File: src/sv/array_list_table_engine_assert.svh
// assertion macros shared by the array list table engine modules
// no dependencies; included by the controller and the datapath
`ifndef ARRAY_LIST_TABLE_ENGINE_ASSERT_SVH
`define ARRAY_LIST_TABLE_ENGINE_ASSERT_SVH

// consequent must hold in the same cycle as the antecedent
`define ALTE_ASSERT_SAME(lbl, clk, rst, ante, cons, msg) \
   lbl: assert property (@(posedge clk) disable iff (rst) (ante) |-> (cons)) \
      else $error(msg);

// consequent must hold in the cycle after the antecedent
`define ALTE_ASSERT_NEXT(lbl, clk, rst, ante, cons, msg) \
   lbl: assert property (@(posedge clk) disable iff (rst) (ante) |=> (cons)) \
      else $error(msg);

`endif

File: src/sv/alte_pkg.sv
// shared types and constants of the array list table engine
// no dependencies; used by alte_dpath, alte_ctrl and the top level
`default_nettype none

package alte_pkg;

   // field widths of the stream transactions
   localparam int CMD_W       = 3;
   localparam int POS_W       = 7;
   localparam int VAL_W       = 32;
   localparam int STATUS_W    = 2;
   localparam int DATA_W      = 32;
   localparam int FOUND_W     = 6;
   localparam int COUNT_W     = 7;
   localparam int REQ_TDATA_W = 40;
   localparam int RSP_TDATA_W = 48;

   // command codes
   typedef enum logic [CMD_W-1:0] {
      CMD_INSERT = 3'd0,
      CMD_DELETE = 3'd1,
      CMD_GET    = 3'd2,
      CMD_LOCATE = 3'd3,
      CMD_PRIOR  = 3'd4,
      CMD_NEXT   = 3'd5
   } cmd_type;

   // result status codes
   typedef enum logic [STATUS_W-1:0] {
      STS_OK       = 2'd0,
      STS_RANGE    = 2'd1,
      STS_FULL     = 2'd2,
      STS_NOTFOUND = 2'd3
   } status_type;

   // kind of work a command needs after its checks
   typedef enum logic [1:0] {
      PATH_NOW  = 2'd0,
      PATH_WALK = 2'd1,
      PATH_READ = 2'd2,
      PATH_SCAN = 2'd3
   } path_type;

   // controller states
   typedef enum logic [2:0] {
      S_IDLE    = 3'd0,
      S_WALK    = 3'd1,
      S_READ    = 3'd2,
      S_SCAN    = 3'd3,
      S_DRAIN   = 3'd4,
      S_PUBLISH = 3'd5
   } state_type;

   // controller to datapath commands
   typedef struct packed {
      logic load;       // latch a new command
      logic mem_en;     // access the store at the current index
      logic mem_we;     // write the carried word at the current index
      logic step;       // move the index one entry
      logic walk_done;  // last shift cycle, update the count
      logic scan_rd;    // read belongs to a locate scan
      logic capture;    // take a pending compare result
      logic publish;    // load the result register
   } ctl_type;

   // datapath to controller status
   typedef struct packed {
      path_type path;   // path of the command at the input
      logic     at_end; // index reached its last entry
      logic     match;  // registered read equals the searched word
   } sts_type;

endpackage

`default_nettype wire

File: src/sv/alte_dpath.sv
// datapath of the array list table engine: entry store, count, index walk
// depends on alte_pkg and array_list_table_engine_assert.svh
`default_nettype none
`include "array_list_table_engine_assert.svh"

module alte_dpath #(
   parameter int CAPACITY   = 64,
   parameter int DATA_WIDTH = 32
) (
   input  wire logic                             clock,
   input  wire logic                             reset,
   input  wire alte_pkg::ctl_type                ctl,
   output      alte_pkg::sts_type                sts,
   input  wire logic [alte_pkg::CMD_W-1:0]       req_command,
   input  wire logic [alte_pkg::POS_W-1:0]       req_position,
   input  wire logic [alte_pkg::VAL_W-1:0]       req_value,
   output      logic [alte_pkg::STATUS_W-1:0]    rsp_status,
   output      logic [alte_pkg::DATA_W-1:0]      rsp_data,
   output      logic [alte_pkg::FOUND_W-1:0]     rsp_found_at,
   output      logic [alte_pkg::COUNT_W-1:0]     rsp_count,
   output      logic                             rsp_empty_res
);

   localparam int IW   = (CAPACITY > 1) ? $clog2(CAPACITY) : 1;
   localparam int CW   = $clog2(CAPACITY + 1);
   localparam int CMPW = ((CW > alte_pkg::POS_W) ? CW : alte_pkg::POS_W) + 1;

   // entry store, single port, read before write
   logic [DATA_WIDTH-1:0] mem [CAPACITY];
   logic [DATA_WIDTH-1:0] rd_data_ff;
   logic [DATA_WIDTH-1:0] wr_data;

   logic [CW-1:0]         cnt_ff;
   logic [IW-1:0]         idx_ff;
   logic [IW-1:0]         end_ff;
   logic                  up_ff;
   logic                  first_ff;
   logic                  use_data_ff;
   logic [DATA_WIDTH-1:0] val_ff;
   alte_pkg::status_type  status_ff;
   logic [IW-1:0]         found_ff;
   logic [IW-1:0]         rd_idx_ff;
   logic                  cmp_vld_ff;

   logic [alte_pkg::STATUS_W-1:0] rsp_status_ff;
   logic [alte_pkg::DATA_W-1:0]   rsp_data_ff;
   logic [alte_pkg::FOUND_W-1:0]  rsp_found_ff;
   logic [alte_pkg::COUNT_W-1:0]  rsp_count_ff;
   logic                          rsp_empty_ff;

   logic [CMPW-1:0]       pos_w;
   logic [CMPW-1:0]       cnt_w;
   alte_pkg::path_type    path_pre;
   alte_pkg::status_type  status_pre;
   logic [IW-1:0]         idx_pre;
   logic [IW-1:0]         end_pre;
   logic                  up_pre;
   logic                  use_pre;

   // range checks and walk bounds of the command at the input
   always_comb begin
      pos_w      = CMPW'(req_position);
      cnt_w      = CMPW'(cnt_ff);
      path_pre   = alte_pkg::PATH_NOW;
      status_pre = alte_pkg::STS_OK;
      idx_pre    = '0;
      end_pre    = '0;
      up_pre     = 1'b0;
      use_pre    = 1'b0;
      case (req_command)
         alte_pkg::CMD_INSERT: begin
            if (pos_w > cnt_w) begin
               status_pre = alte_pkg::STS_RANGE;
            end else if (cnt_w >= CMPW'(CAPACITY)) begin
               status_pre = alte_pkg::STS_FULL;
            end else begin
               path_pre = alte_pkg::PATH_WALK;
               idx_pre  = IW'(pos_w);
               end_pre  = IW'(cnt_w);
               up_pre   = 1'b1;
            end
         end
         alte_pkg::CMD_DELETE: begin
            if (pos_w >= cnt_w) begin
               status_pre = alte_pkg::STS_RANGE;
            end else begin
               path_pre = alte_pkg::PATH_WALK;
               idx_pre  = IW'(cnt_w - CMPW'(1));
               end_pre  = IW'(pos_w);
            end
         end
         alte_pkg::CMD_GET: begin
            if (pos_w >= cnt_w) begin
               status_pre = alte_pkg::STS_RANGE;
            end else begin
               path_pre = alte_pkg::PATH_READ;
               idx_pre  = IW'(pos_w);
               use_pre  = 1'b1;
            end
         end
         alte_pkg::CMD_LOCATE: begin
            status_pre = alte_pkg::STS_NOTFOUND;
            if (cnt_w != '0) begin
               path_pre = alte_pkg::PATH_SCAN;
               end_pre  = IW'(cnt_w - CMPW'(1));
               up_pre   = 1'b1;
            end
         end
         alte_pkg::CMD_PRIOR: begin
            if (pos_w == '0 || pos_w >= cnt_w) begin
               status_pre = alte_pkg::STS_RANGE;
            end else begin
               path_pre = alte_pkg::PATH_READ;
               idx_pre  = IW'(pos_w - CMPW'(1));
               use_pre  = 1'b1;
            end
         end
         alte_pkg::CMD_NEXT: begin
            if (pos_w + CMPW'(1) >= cnt_w) begin
               status_pre = alte_pkg::STS_RANGE;
            end else begin
               path_pre = alte_pkg::PATH_READ;
               idx_pre  = IW'(pos_w + CMPW'(1));
               use_pre  = 1'b1;
            end
         end
         default: begin
         end
      endcase
   end

   // status toward the controller
   assign sts.path   = path_pre;
   assign sts.at_end = (idx_ff == end_ff);
   assign sts.match  = cmp_vld_ff && (rd_data_ff == val_ff);

   // first shift cycle stores the new word, later ones the word just read
   assign wr_data = first_ff ? val_ff : rd_data_ff;

   always_ff @(posedge clock) begin
      if (ctl.mem_en) begin
         if (ctl.mem_we) begin
            mem[idx_ff] <= wr_data;
         end
         rd_data_ff <= mem[idx_ff];
      end
   end

   // entry count
   always_ff @(posedge clock) begin
      if (reset) begin
         cnt_ff <= '0;
      end else if (ctl.walk_done) begin
         cnt_ff <= up_ff ? cnt_ff + CW'(1) : cnt_ff - CW'(1);
      end
   end

   // compare pipeline valid flag
   always_ff @(posedge clock) begin
      if (reset) begin
         cmp_vld_ff <= 1'b0;
      end else begin
         cmp_vld_ff <= ctl.scan_rd;
      end
   end

   // command context, index walk and locate result
   always_ff @(posedge clock) begin
      rd_idx_ff <= idx_ff;
      if (ctl.load) begin
         val_ff      <= DATA_WIDTH'(req_value);
         idx_ff      <= idx_pre;
         end_ff      <= end_pre;
         up_ff       <= up_pre;
         use_data_ff <= use_pre;
         first_ff    <= 1'b1;
         status_ff   <= status_pre;
         found_ff    <= '0;
      end else begin
         if (ctl.step) begin
            idx_ff   <= up_ff ? idx_ff + IW'(1) : idx_ff - IW'(1);
            first_ff <= 1'b0;
         end
         if (ctl.capture && sts.match) begin
            status_ff <= alte_pkg::STS_OK;
            found_ff  <= rd_idx_ff;
         end
      end
   end

   // result register
   always_ff @(posedge clock) begin
      if (ctl.publish) begin
         rsp_status_ff <= status_ff;
         rsp_data_ff   <= use_data_ff ? alte_pkg::DATA_W'(rd_data_ff) : '0;
         rsp_found_ff  <= alte_pkg::FOUND_W'(found_ff);
         rsp_count_ff  <= alte_pkg::COUNT_W'(cnt_ff);
         rsp_empty_ff  <= (cnt_ff == '0);
      end
   end

   assign rsp_status    = rsp_status_ff;
   assign rsp_data      = rsp_data_ff;
   assign rsp_found_at  = rsp_found_ff;
   assign rsp_count     = rsp_count_ff;
   assign rsp_empty_res = rsp_empty_ff;

   // checks
   `ALTE_ASSERT_SAME(a_count_bound, clock, reset, 1'b1, cnt_ff <= CW'(CAPACITY), "count above capacity")
   `ALTE_ASSERT_NEXT(a_count_moves, clock, reset, ctl.walk_done, cnt_ff != $past(cnt_ff), "shift left count unchanged")
   `ALTE_ASSERT_NEXT(a_match_ok, clock, reset, ctl.capture && sts.match && !ctl.load, status_ff == alte_pkg::STS_OK, "match not recorded")

endmodule

`default_nettype wire

File: src/sv/alte_ctrl.sv
// controller of the array list table engine: sequences shifts, reads and scans
// depends on alte_pkg and array_list_table_engine_assert.svh
`default_nettype none
`include "array_list_table_engine_assert.svh"

module alte_ctrl (
   input  wire logic              clock,
   input  wire logic              reset,
   input  wire logic              req_tvalid,
   output      logic              req_tready,
   output      logic              rsp_tvalid,
   input  wire logic              rsp_tready,
   output      alte_pkg::ctl_type ctl,
   input  wire alte_pkg::sts_type sts
);

   alte_pkg::state_type state_ff;
   alte_pkg::state_type state_in;
   logic                rsp_valid_ff;
   logic                rsp_valid_in;

   // state and result valid registers
   always_ff @(posedge clock) begin
      if (reset) begin
         state_ff     <= alte_pkg::S_IDLE;
         rsp_valid_ff <= 1'b0;
      end else begin
         state_ff     <= state_in;
         rsp_valid_ff <= rsp_valid_in;
      end
   end

   assign req_tready = (state_ff == alte_pkg::S_IDLE);
   assign rsp_tvalid = rsp_valid_ff;

   // next state and datapath commands
   always_comb begin
      state_in     = state_ff;
      rsp_valid_in = rsp_valid_ff && !rsp_tready;
      ctl          = '0;
      case (state_ff)
         alte_pkg::S_IDLE: begin
            if (req_tvalid) begin
               ctl.load = 1'b1;
               case (sts.path)
                  alte_pkg::PATH_WALK: state_in = alte_pkg::S_WALK;
                  alte_pkg::PATH_READ: state_in = alte_pkg::S_READ;
                  alte_pkg::PATH_SCAN: state_in = alte_pkg::S_SCAN;
                  default:             state_in = alte_pkg::S_PUBLISH;
               endcase
            end
         end
         alte_pkg::S_WALK: begin
            ctl.mem_en = 1'b1;
            ctl.mem_we = 1'b1;
            if (sts.at_end) begin
               ctl.walk_done = 1'b1;
               state_in      = alte_pkg::S_PUBLISH;
            end else begin
               ctl.step = 1'b1;
            end
         end
         alte_pkg::S_READ: begin
            ctl.mem_en = 1'b1;
            state_in   = alte_pkg::S_PUBLISH;
         end
         alte_pkg::S_SCAN: begin
            ctl.capture = 1'b1;
            if (sts.match) begin
               state_in = alte_pkg::S_PUBLISH;
            end else begin
               ctl.mem_en  = 1'b1;
               ctl.scan_rd = 1'b1;
               if (sts.at_end) begin
                  state_in = alte_pkg::S_DRAIN;
               end else begin
                  ctl.step = 1'b1;
               end
            end
         end
         alte_pkg::S_DRAIN: begin
            // compare of the last entry read
            ctl.capture = 1'b1;
            state_in    = alte_pkg::S_PUBLISH;
         end
         alte_pkg::S_PUBLISH: begin
            if (!rsp_valid_ff || rsp_tready) begin
               ctl.publish  = 1'b1;
               rsp_valid_in = 1'b1;
               state_in     = alte_pkg::S_IDLE;
            end
         end
         default: begin
            state_in = alte_pkg::S_IDLE;
         end
      endcase
   end

   // checks
   `ALTE_ASSERT_NEXT(a_busy_after_accept, clock, reset, req_tvalid && req_tready, !req_tready, "accepted a second transaction while busy")
   `ALTE_ASSERT_SAME(a_no_write_idle, clock, reset, ctl.mem_we, !req_tready, "store written while open for input")
   `ALTE_ASSERT_NEXT(a_publish_valid, clock, reset, ctl.publish, rsp_tvalid, "result loaded without valid")

endmodule

`default_nettype wire

File: src/sv/array_list_table_engine.sv
// Ordered list engine holding up to CAPACITY words in a single-port store with a registered read.
// One command is taken at a time and gives one result. Each command is accepted, does its store
// work and then loads the result register, which waits while an earlier result is not yet taken.
// Get, prior and next read the store once, insert shifts count - position + 1 entries and delete
// count - position entries at one entry per cycle through the store port, and locate reads one
// entry per cycle, comparing each entry read while reading the next, until the first match or
// a compare of the last entry. Errors and unused commands skip the store work. A new command is
// accepted while the previous result still waits. The store needs no clearing after reset.
// depends on alte_pkg, alte_ctrl and alte_dpath
`default_nettype none

module array_list_table_engine #(
   parameter int CAPACITY   = 64,
   parameter int DATA_WIDTH = 32
) (
   input  wire logic                                clock,
   input  wire logic                                reset,
   input  wire logic                                req_tvalid,
   output      logic                                req_tready,
   // position [6:0], value [38:7], zero [39]
   input  wire logic [alte_pkg::REQ_TDATA_W-1:0]    req_tdata,
   // command [2:0]
   input  wire logic [alte_pkg::CMD_W-1:0]          req_tuser,
   output      logic                                rsp_tvalid,
   input  wire logic                                rsp_tready,
   // status [1:0], data [33:2], found_at [39:34], count [46:40], empty_res [47]
   output      logic [alte_pkg::RSP_TDATA_W-1:0]    rsp_tdata
);

   alte_pkg::ctl_type ctl;
   alte_pkg::sts_type sts;

   logic [alte_pkg::STATUS_W-1:0] rsp_status;
   logic [alte_pkg::DATA_W-1:0]   rsp_data;
   logic [alte_pkg::FOUND_W-1:0]  rsp_found_at;
   logic [alte_pkg::COUNT_W-1:0]  rsp_count;
   logic                          rsp_empty_res;

   // sequencer
   alte_ctrl u_ctrl (
      .clock      (clock),
      .reset      (reset),
      .req_tvalid (req_tvalid),
      .req_tready (req_tready),
      .rsp_tvalid (rsp_tvalid),
      .rsp_tready (rsp_tready),
      .ctl        (ctl),
      .sts        (sts)
   );

   // store, count and result register
   alte_dpath #(
      .CAPACITY   (CAPACITY),
      .DATA_WIDTH (DATA_WIDTH)
   ) u_dpath (
      .clock         (clock),
      .reset         (reset),
      .ctl           (ctl),
      .sts           (sts),
      .req_command   (req_tuser),
      .req_position  (req_tdata[6:0]),
      .req_value     (req_tdata[38:7]),
      .rsp_status    (rsp_status),
      .rsp_data      (rsp_data),
      .rsp_found_at  (rsp_found_at),
      .rsp_count     (rsp_count),
      .rsp_empty_res (rsp_empty_res)
   );

   // result transaction packing
   assign rsp_tdata = {rsp_empty_res, rsp_count, rsp_found_at, rsp_data, rsp_status};

endmodule

`default_nettype wire

File: config.mk
export PLATFORM = sky130hd
export DESIGN_NAME = array_list_table_engine
export DESIGN_NICKNAME = d
export VERILOG_FILES = /design/src/sv/alte_pkg.sv /design/src/sv/alte_dpath.sv /design/src/sv/alte_ctrl.sv /design/src/sv/array_list_table_engine.sv
export VERILOG_INCLUDE_DIRS = /design/src /design/src/sv
export SDC_FILE = /design/constraint.sdc
export NUM_CORES = 2
export LEC_CHECK = 0
export ABC_CLOCK_PERIOD_IN_PS = 7100
export BUFFER_PORTS_ARGS = -buffer_cell sky130_fd_sc_hd__buf_2
export CAP_MARGIN = 40
export CORE_MARGIN = 4
export CORE_UTILIZATION = 25
export DETAILED_ROUTE_END_ITERATION = 10
export GPL_ROUTABILITY_DRIVEN = 0
export PLACE_DENSITY_LB_ADDON = 0.3
export REMOVE_ABC_BUFFERS = 1
export SKIP_CTS_REPAIR_TIMING = 1
export SYNTH_ARGS = -nofsm -noshare
export SYNTH_HDL_FRONTEND = slang
export SYNTH_SLANG_ARGS = --single-unit
File: constraint.sdc
create_clock -name clock -period 7.1 [get_ports clock]
set_input_delay 0.71 -clock clock [delete_from_list [all_inputs] [get_ports clock]]
set_output_delay 0.71 -clock clock [all_outputs]
set_load 0.02 [all_outputs]
==> results by group <==
Placement
  • Setup slack after placement: 2.81 ns
  • Cells after DPL: 9276
  • Instance area at placement: 0.0933 sq mm
  • Half-perimeter wire length after placement: 170 mm
  • Port-buffer cells: 95

Cells and area
  • Final nets: 5069
  • Layout Cell Area excl Fill: 0.101 sq mm
  • Final instance count without filler cells: 9729
  • Syn-to-layout area delta: 17.3%
  • Share of final-layout standard cells stronger than drive strength 1: 21.2%

Min path
  • Class of the worst hold path: in -> reg

Logic synthesis
  • Flop and latch count out of synthesis: 2201
  • Most used flip-flop cell after synthesis: sky130_fd_sc_hd__edfxtp_1
  • Number of enable-type register cells in the synthesized netlist: 2176
  • Library cell occupying the most area in the post-synthesis netlist: sky130_fd_sc_hd__edfxtp_1
  • Seq/Total Area, Yosys: 76.7%
  • Netlist area before placement: 0.0858 sq mm
  • Share of the synthesized area in the top cell type: 76.2%
  • Per-instance average area after synthesis: 18.2 sq um
  • Synth warnings: 0
  • Ys async rst share: 0%
  • Synth top area cells: sky130_fd_sc_hd__edfxtp_1 76%, sky130_fd_sc_hd__mux4_2 3.8%, sky130_fd_sc_hd__a221oi_1 2.9%, sky130_fd_sc_hd__mux2_2 2.2%, sky130_fd_sc_hd__mux2i_1 1.8%
  • Post-synth cell types: 85
  • Post-synthesis cell count: 4712

Detailed routing
  • Post-detailed-route via-to-cell ratio: 5.04
  • Number of design-rule violations left by the first detailed-router iteration: 6489
  • Detailed-route wire length per cell: 29.7 microns
  • Remaining antenna violation count after routing: 0
  • First-pass detailed-route iteration total: 6
  • Drc violations: 0
  • Detailed-route wire length: 289 mm
  • Via count of the routed design: 48990

Setup path
  • Worst r2r path cells: 9
  • Worst reg2reg setup slack: 2.75 ns
  • Crit-path max FO: 30
  • Critical Path Start: u_dpath.idx_ff[1]$_DFFE_PP_
  • Worst setup path endpoint: u_dpath.rd_data_ff[4]$_DFFE_PP_
  • Sort of element at the end of the critical path: flip-flop
  • Class of the most critical setup path: reg -> reg
  • Worst flop-to-flop path endpoint: u_dpath.rd_data_ff[4]$_DFFE_PP_
  • Source of the worst register-to-register timing path: u_dpath.idx_ff[1]$_DFFE_PP_
  • Endpoint arrival time on the critical path: 4.99 ns
  • Data required time of the worst path: 7.74 ns
  • Crit start category: flip-flop

Clocking
  • Clock-pin slew on the worst setup and hold paths: 0.06 ns
  • Clock latency of the later-clocked register in the worst-skew pair: 0.90 ns
  • CTS root buffer: sky130_fd_sc_hd__clkbuf_16
  • Htree depth: 4
  • CTS tree: yes
  • CTS Sinks: 2201
  • Number of buffers on the longest clock path: 3
  • TritonCTS buffer count: 225

Timing
  • Post-route clock skew: 0.0675 ns
  • Final number of max-transition violations: 0
  • Hold Violations, Final: 0
  • Slew at the pin with the worst max-slew slack: 1.14 ns
  • Final setup violation count: 0
  • Tcrit/Tclk final: 61.3%
  • Final critical-path setup slack: 2.75 ns
  • Peak clock frequency supported by timing: 230 MHz
  • Setup repair after global routing missed its margin: false
  • Post-Route Setup TNS: 0 ns
  • Shortest period the worst path allows: 4.35 ns
  • Worst-case headroom to the max-slew limit: 24.3%

Floorplan
  • I/O Pins: 97
  • Placeable Area: 0.341 sq mm
  • Std cell rows: 214
  • Initial Utilization: 25.2%
  • Die extent in x: 594 microns
  • Die H: 594 microns
  • Area of the die: 0.353 sq mm

Run
  • Max-cap check violation count: 0

Global routing
  • Remaining global-route overflow: 0
  • Vias in the first global route: 47872
  • Largest net degree at the start of global routing: 113
  • First-pass GRT wire length: 398 mm
  • Number of antenna violations at the first check in global routing: 22
  • Total routing usage reported by global routing: 15.8%

Power and ir drop
  • Total power density per cell area: 445 mW/mm^2
  • Static power due to leakage: 0.0313 uW
  • Total power after layout: 44800 uW
  • Maximum resistive drop on vdd: 0.000415 V

Outcome
  • Result of the run: finished, final reports clean
==> worst max-delay path: stages, from the launching register on <==
cell,delay [ns]
sky130_fd_sc_hd__edfxtp_1,0.70
sky130_fd_sc_hd__buf_4,0.60
sky130_fd_sc_hd__nor2_4,0.32
sky130_fd_sc_hd__buf_12,0.30
sky130_fd_sc_hd__buf_4,0.30
sky130_fd_sc_hd__a221oi_1,0.30
sky130_fd_sc_hd__nor2_1,0.08
sky130_fd_sc_hd__o21ai_0,0.63
sky130_fd_sc_hd__o2111ai_1,0.33
sky130_fd_sc_hd__or4_1,0.46
==> cell usage after synthesis (all sizes together) (15+ instances only) <==
library cell and number:
mux2i 152, a21oi 109, or4 15, a22o 54, mux2 186, a221o 32, clkbuf 105, o2bb2ai 15
a22oi 153, nor2 233, xnor2 52, buf 205, nand2 191, mux4 143, inv 20, dfxtp 25
o21ai 113, a221oi 307, and2 45, nand4 22, o22ai 85, o221ai 18, nor3 16, ha 28
edfxtp 2176, nand3 20, a31oi 25
==> power by group <==
group / internal [uW] / switching (uW)
logic: 4350 / 11200
clock network: 6300 / 5110
registers: 17400 / 464
total: 28000 / 16800
==> through the flow <==
step	hold slack (ns)	util, %
finish	0.0404	29.5
global route	0.00723	29.5
CTS	-0.0873	29.5
detailed placement	0.405	27.4
global placement	0.405	27.2
floorplan	0.400	-
==> worst min-delay path by stage <==
stage | endpoint | depth (start not counted) | startpoint | slack, ns
floorplan | u_dpath.rsp_status[0]$_DFFE_PP_ | 0 | u_dpath.status_ff[0]$_SDFFCE_PN0P_ | 0.40
global placement | u_dpath.rsp_status[1]$_DFFE_PP_ | 0 | u_dpath.status_ff[1]$_SDFFCE_PN0P_ | 0.41
detailed placement | u_dpath.rsp_status[0]$_DFFE_PP_ | 0 | u_dpath.status_ff[0]$_SDFFCE_PN0P_ | 0.40
CTS | u_dpath.val_ff[27]$_DFFE_PP_ | 1 | req_tdata[34] | -0.09
global route | u_dpath.val_ff[18]$_DFFE_PP_ | 1 | req_tdata[25] | 0.007
finish | u_dpath.val_ff[20]$_DFFE_PP_ | 1 | req_tdata[27] | 0.04
==> layout make-up <==
type | count | area, sq um
antenna | 7 | 17.5
clock buffer | 289 | 5950
clock inverter | 132 | 1120
fill | 33379 | 240000
inverter | 20 | 87.6
multi-input combinational | 2181 | 18900
sequential | 2201 | 65800
tap | 4536 | 5680
timing repair buffer | 363 | 3110
==> sequential cells by signal (all words and copies together) (netlist names), 2 cells and up <==
name	flops
u_dpath.mem	2048
u_dpath.rd_data_ff	32
u_dpath.rsp_data	32
u_dpath.val_ff	32
u_dpath.cnt_ff	7
u_dpath.rsp_count	7
u_dpath.end_ff	6
u_dpath.found_ff	6
u_dpath.idx_ff	6
u_dpath.rd_idx_ff	6
u_dpath.rsp_found_at	6
u_ctrl.state_ff	3
u_dpath.rsp_status	2
u_dpath.status_ff	2
==> cells by family (layout without fill, tap and decap cells) <==
group,after synthesis,count (layout),synth area share (%)
multiplexers,481,481,8.02
flip-flops,2201,2201,76.7
other,0,7,0
AO/OA/AOI/OAI,996,996,8.83
XOR/XNOR,59,59,0.602
buffers and inverters,330,804,2.04
AND/OR/NAND/NOR,615,615,3.32
adder cells (fa/ha/maj),30,30,0.455
==> cell usage in the layout, fill, tap and decap left out, types with 69 or more instances in the layout <==
cell                        count
sky130_fd_sc_hd__mux2i_1      152
sky130_fd_sc_hd__buf_4        201
sky130_fd_sc_hd__a22oi_1      153
sky130_fd_sc_hd__nand2_1      189
sky130_fd_sc_hd__a21oi_1      109
sky130_fd_sc_hd__buf_2        100
sky130_fd_sc_hd__nor2_4        69
sky130_fd_sc_hd__mux2_2       164
sky130_fd_sc_hd__o22ai_1       85
sky130_fd_sc_hd__o21ai_0      111
sky130_fd_sc_hd__a221oi_1     284
sky130_fd_sc_hd__edfxtp_1    2176
sky130_fd_sc_hd__mux4_2       143
sky130_fd_sc_hd__nor2_1       162
sky130_fd_sc_hd__clkbuf_16    227
==> per-layer routing <==
metal,global-route usage (%),vias up,wire length [microns]
li1,-,20052,-
met1,21.9,26241,122000
met2,25.3,2292,135000
met3,2.92,395,23800
met4,4.38,10,8350
met5,0,-,73
Note: power is estimated with default switching activity, not from simulation.
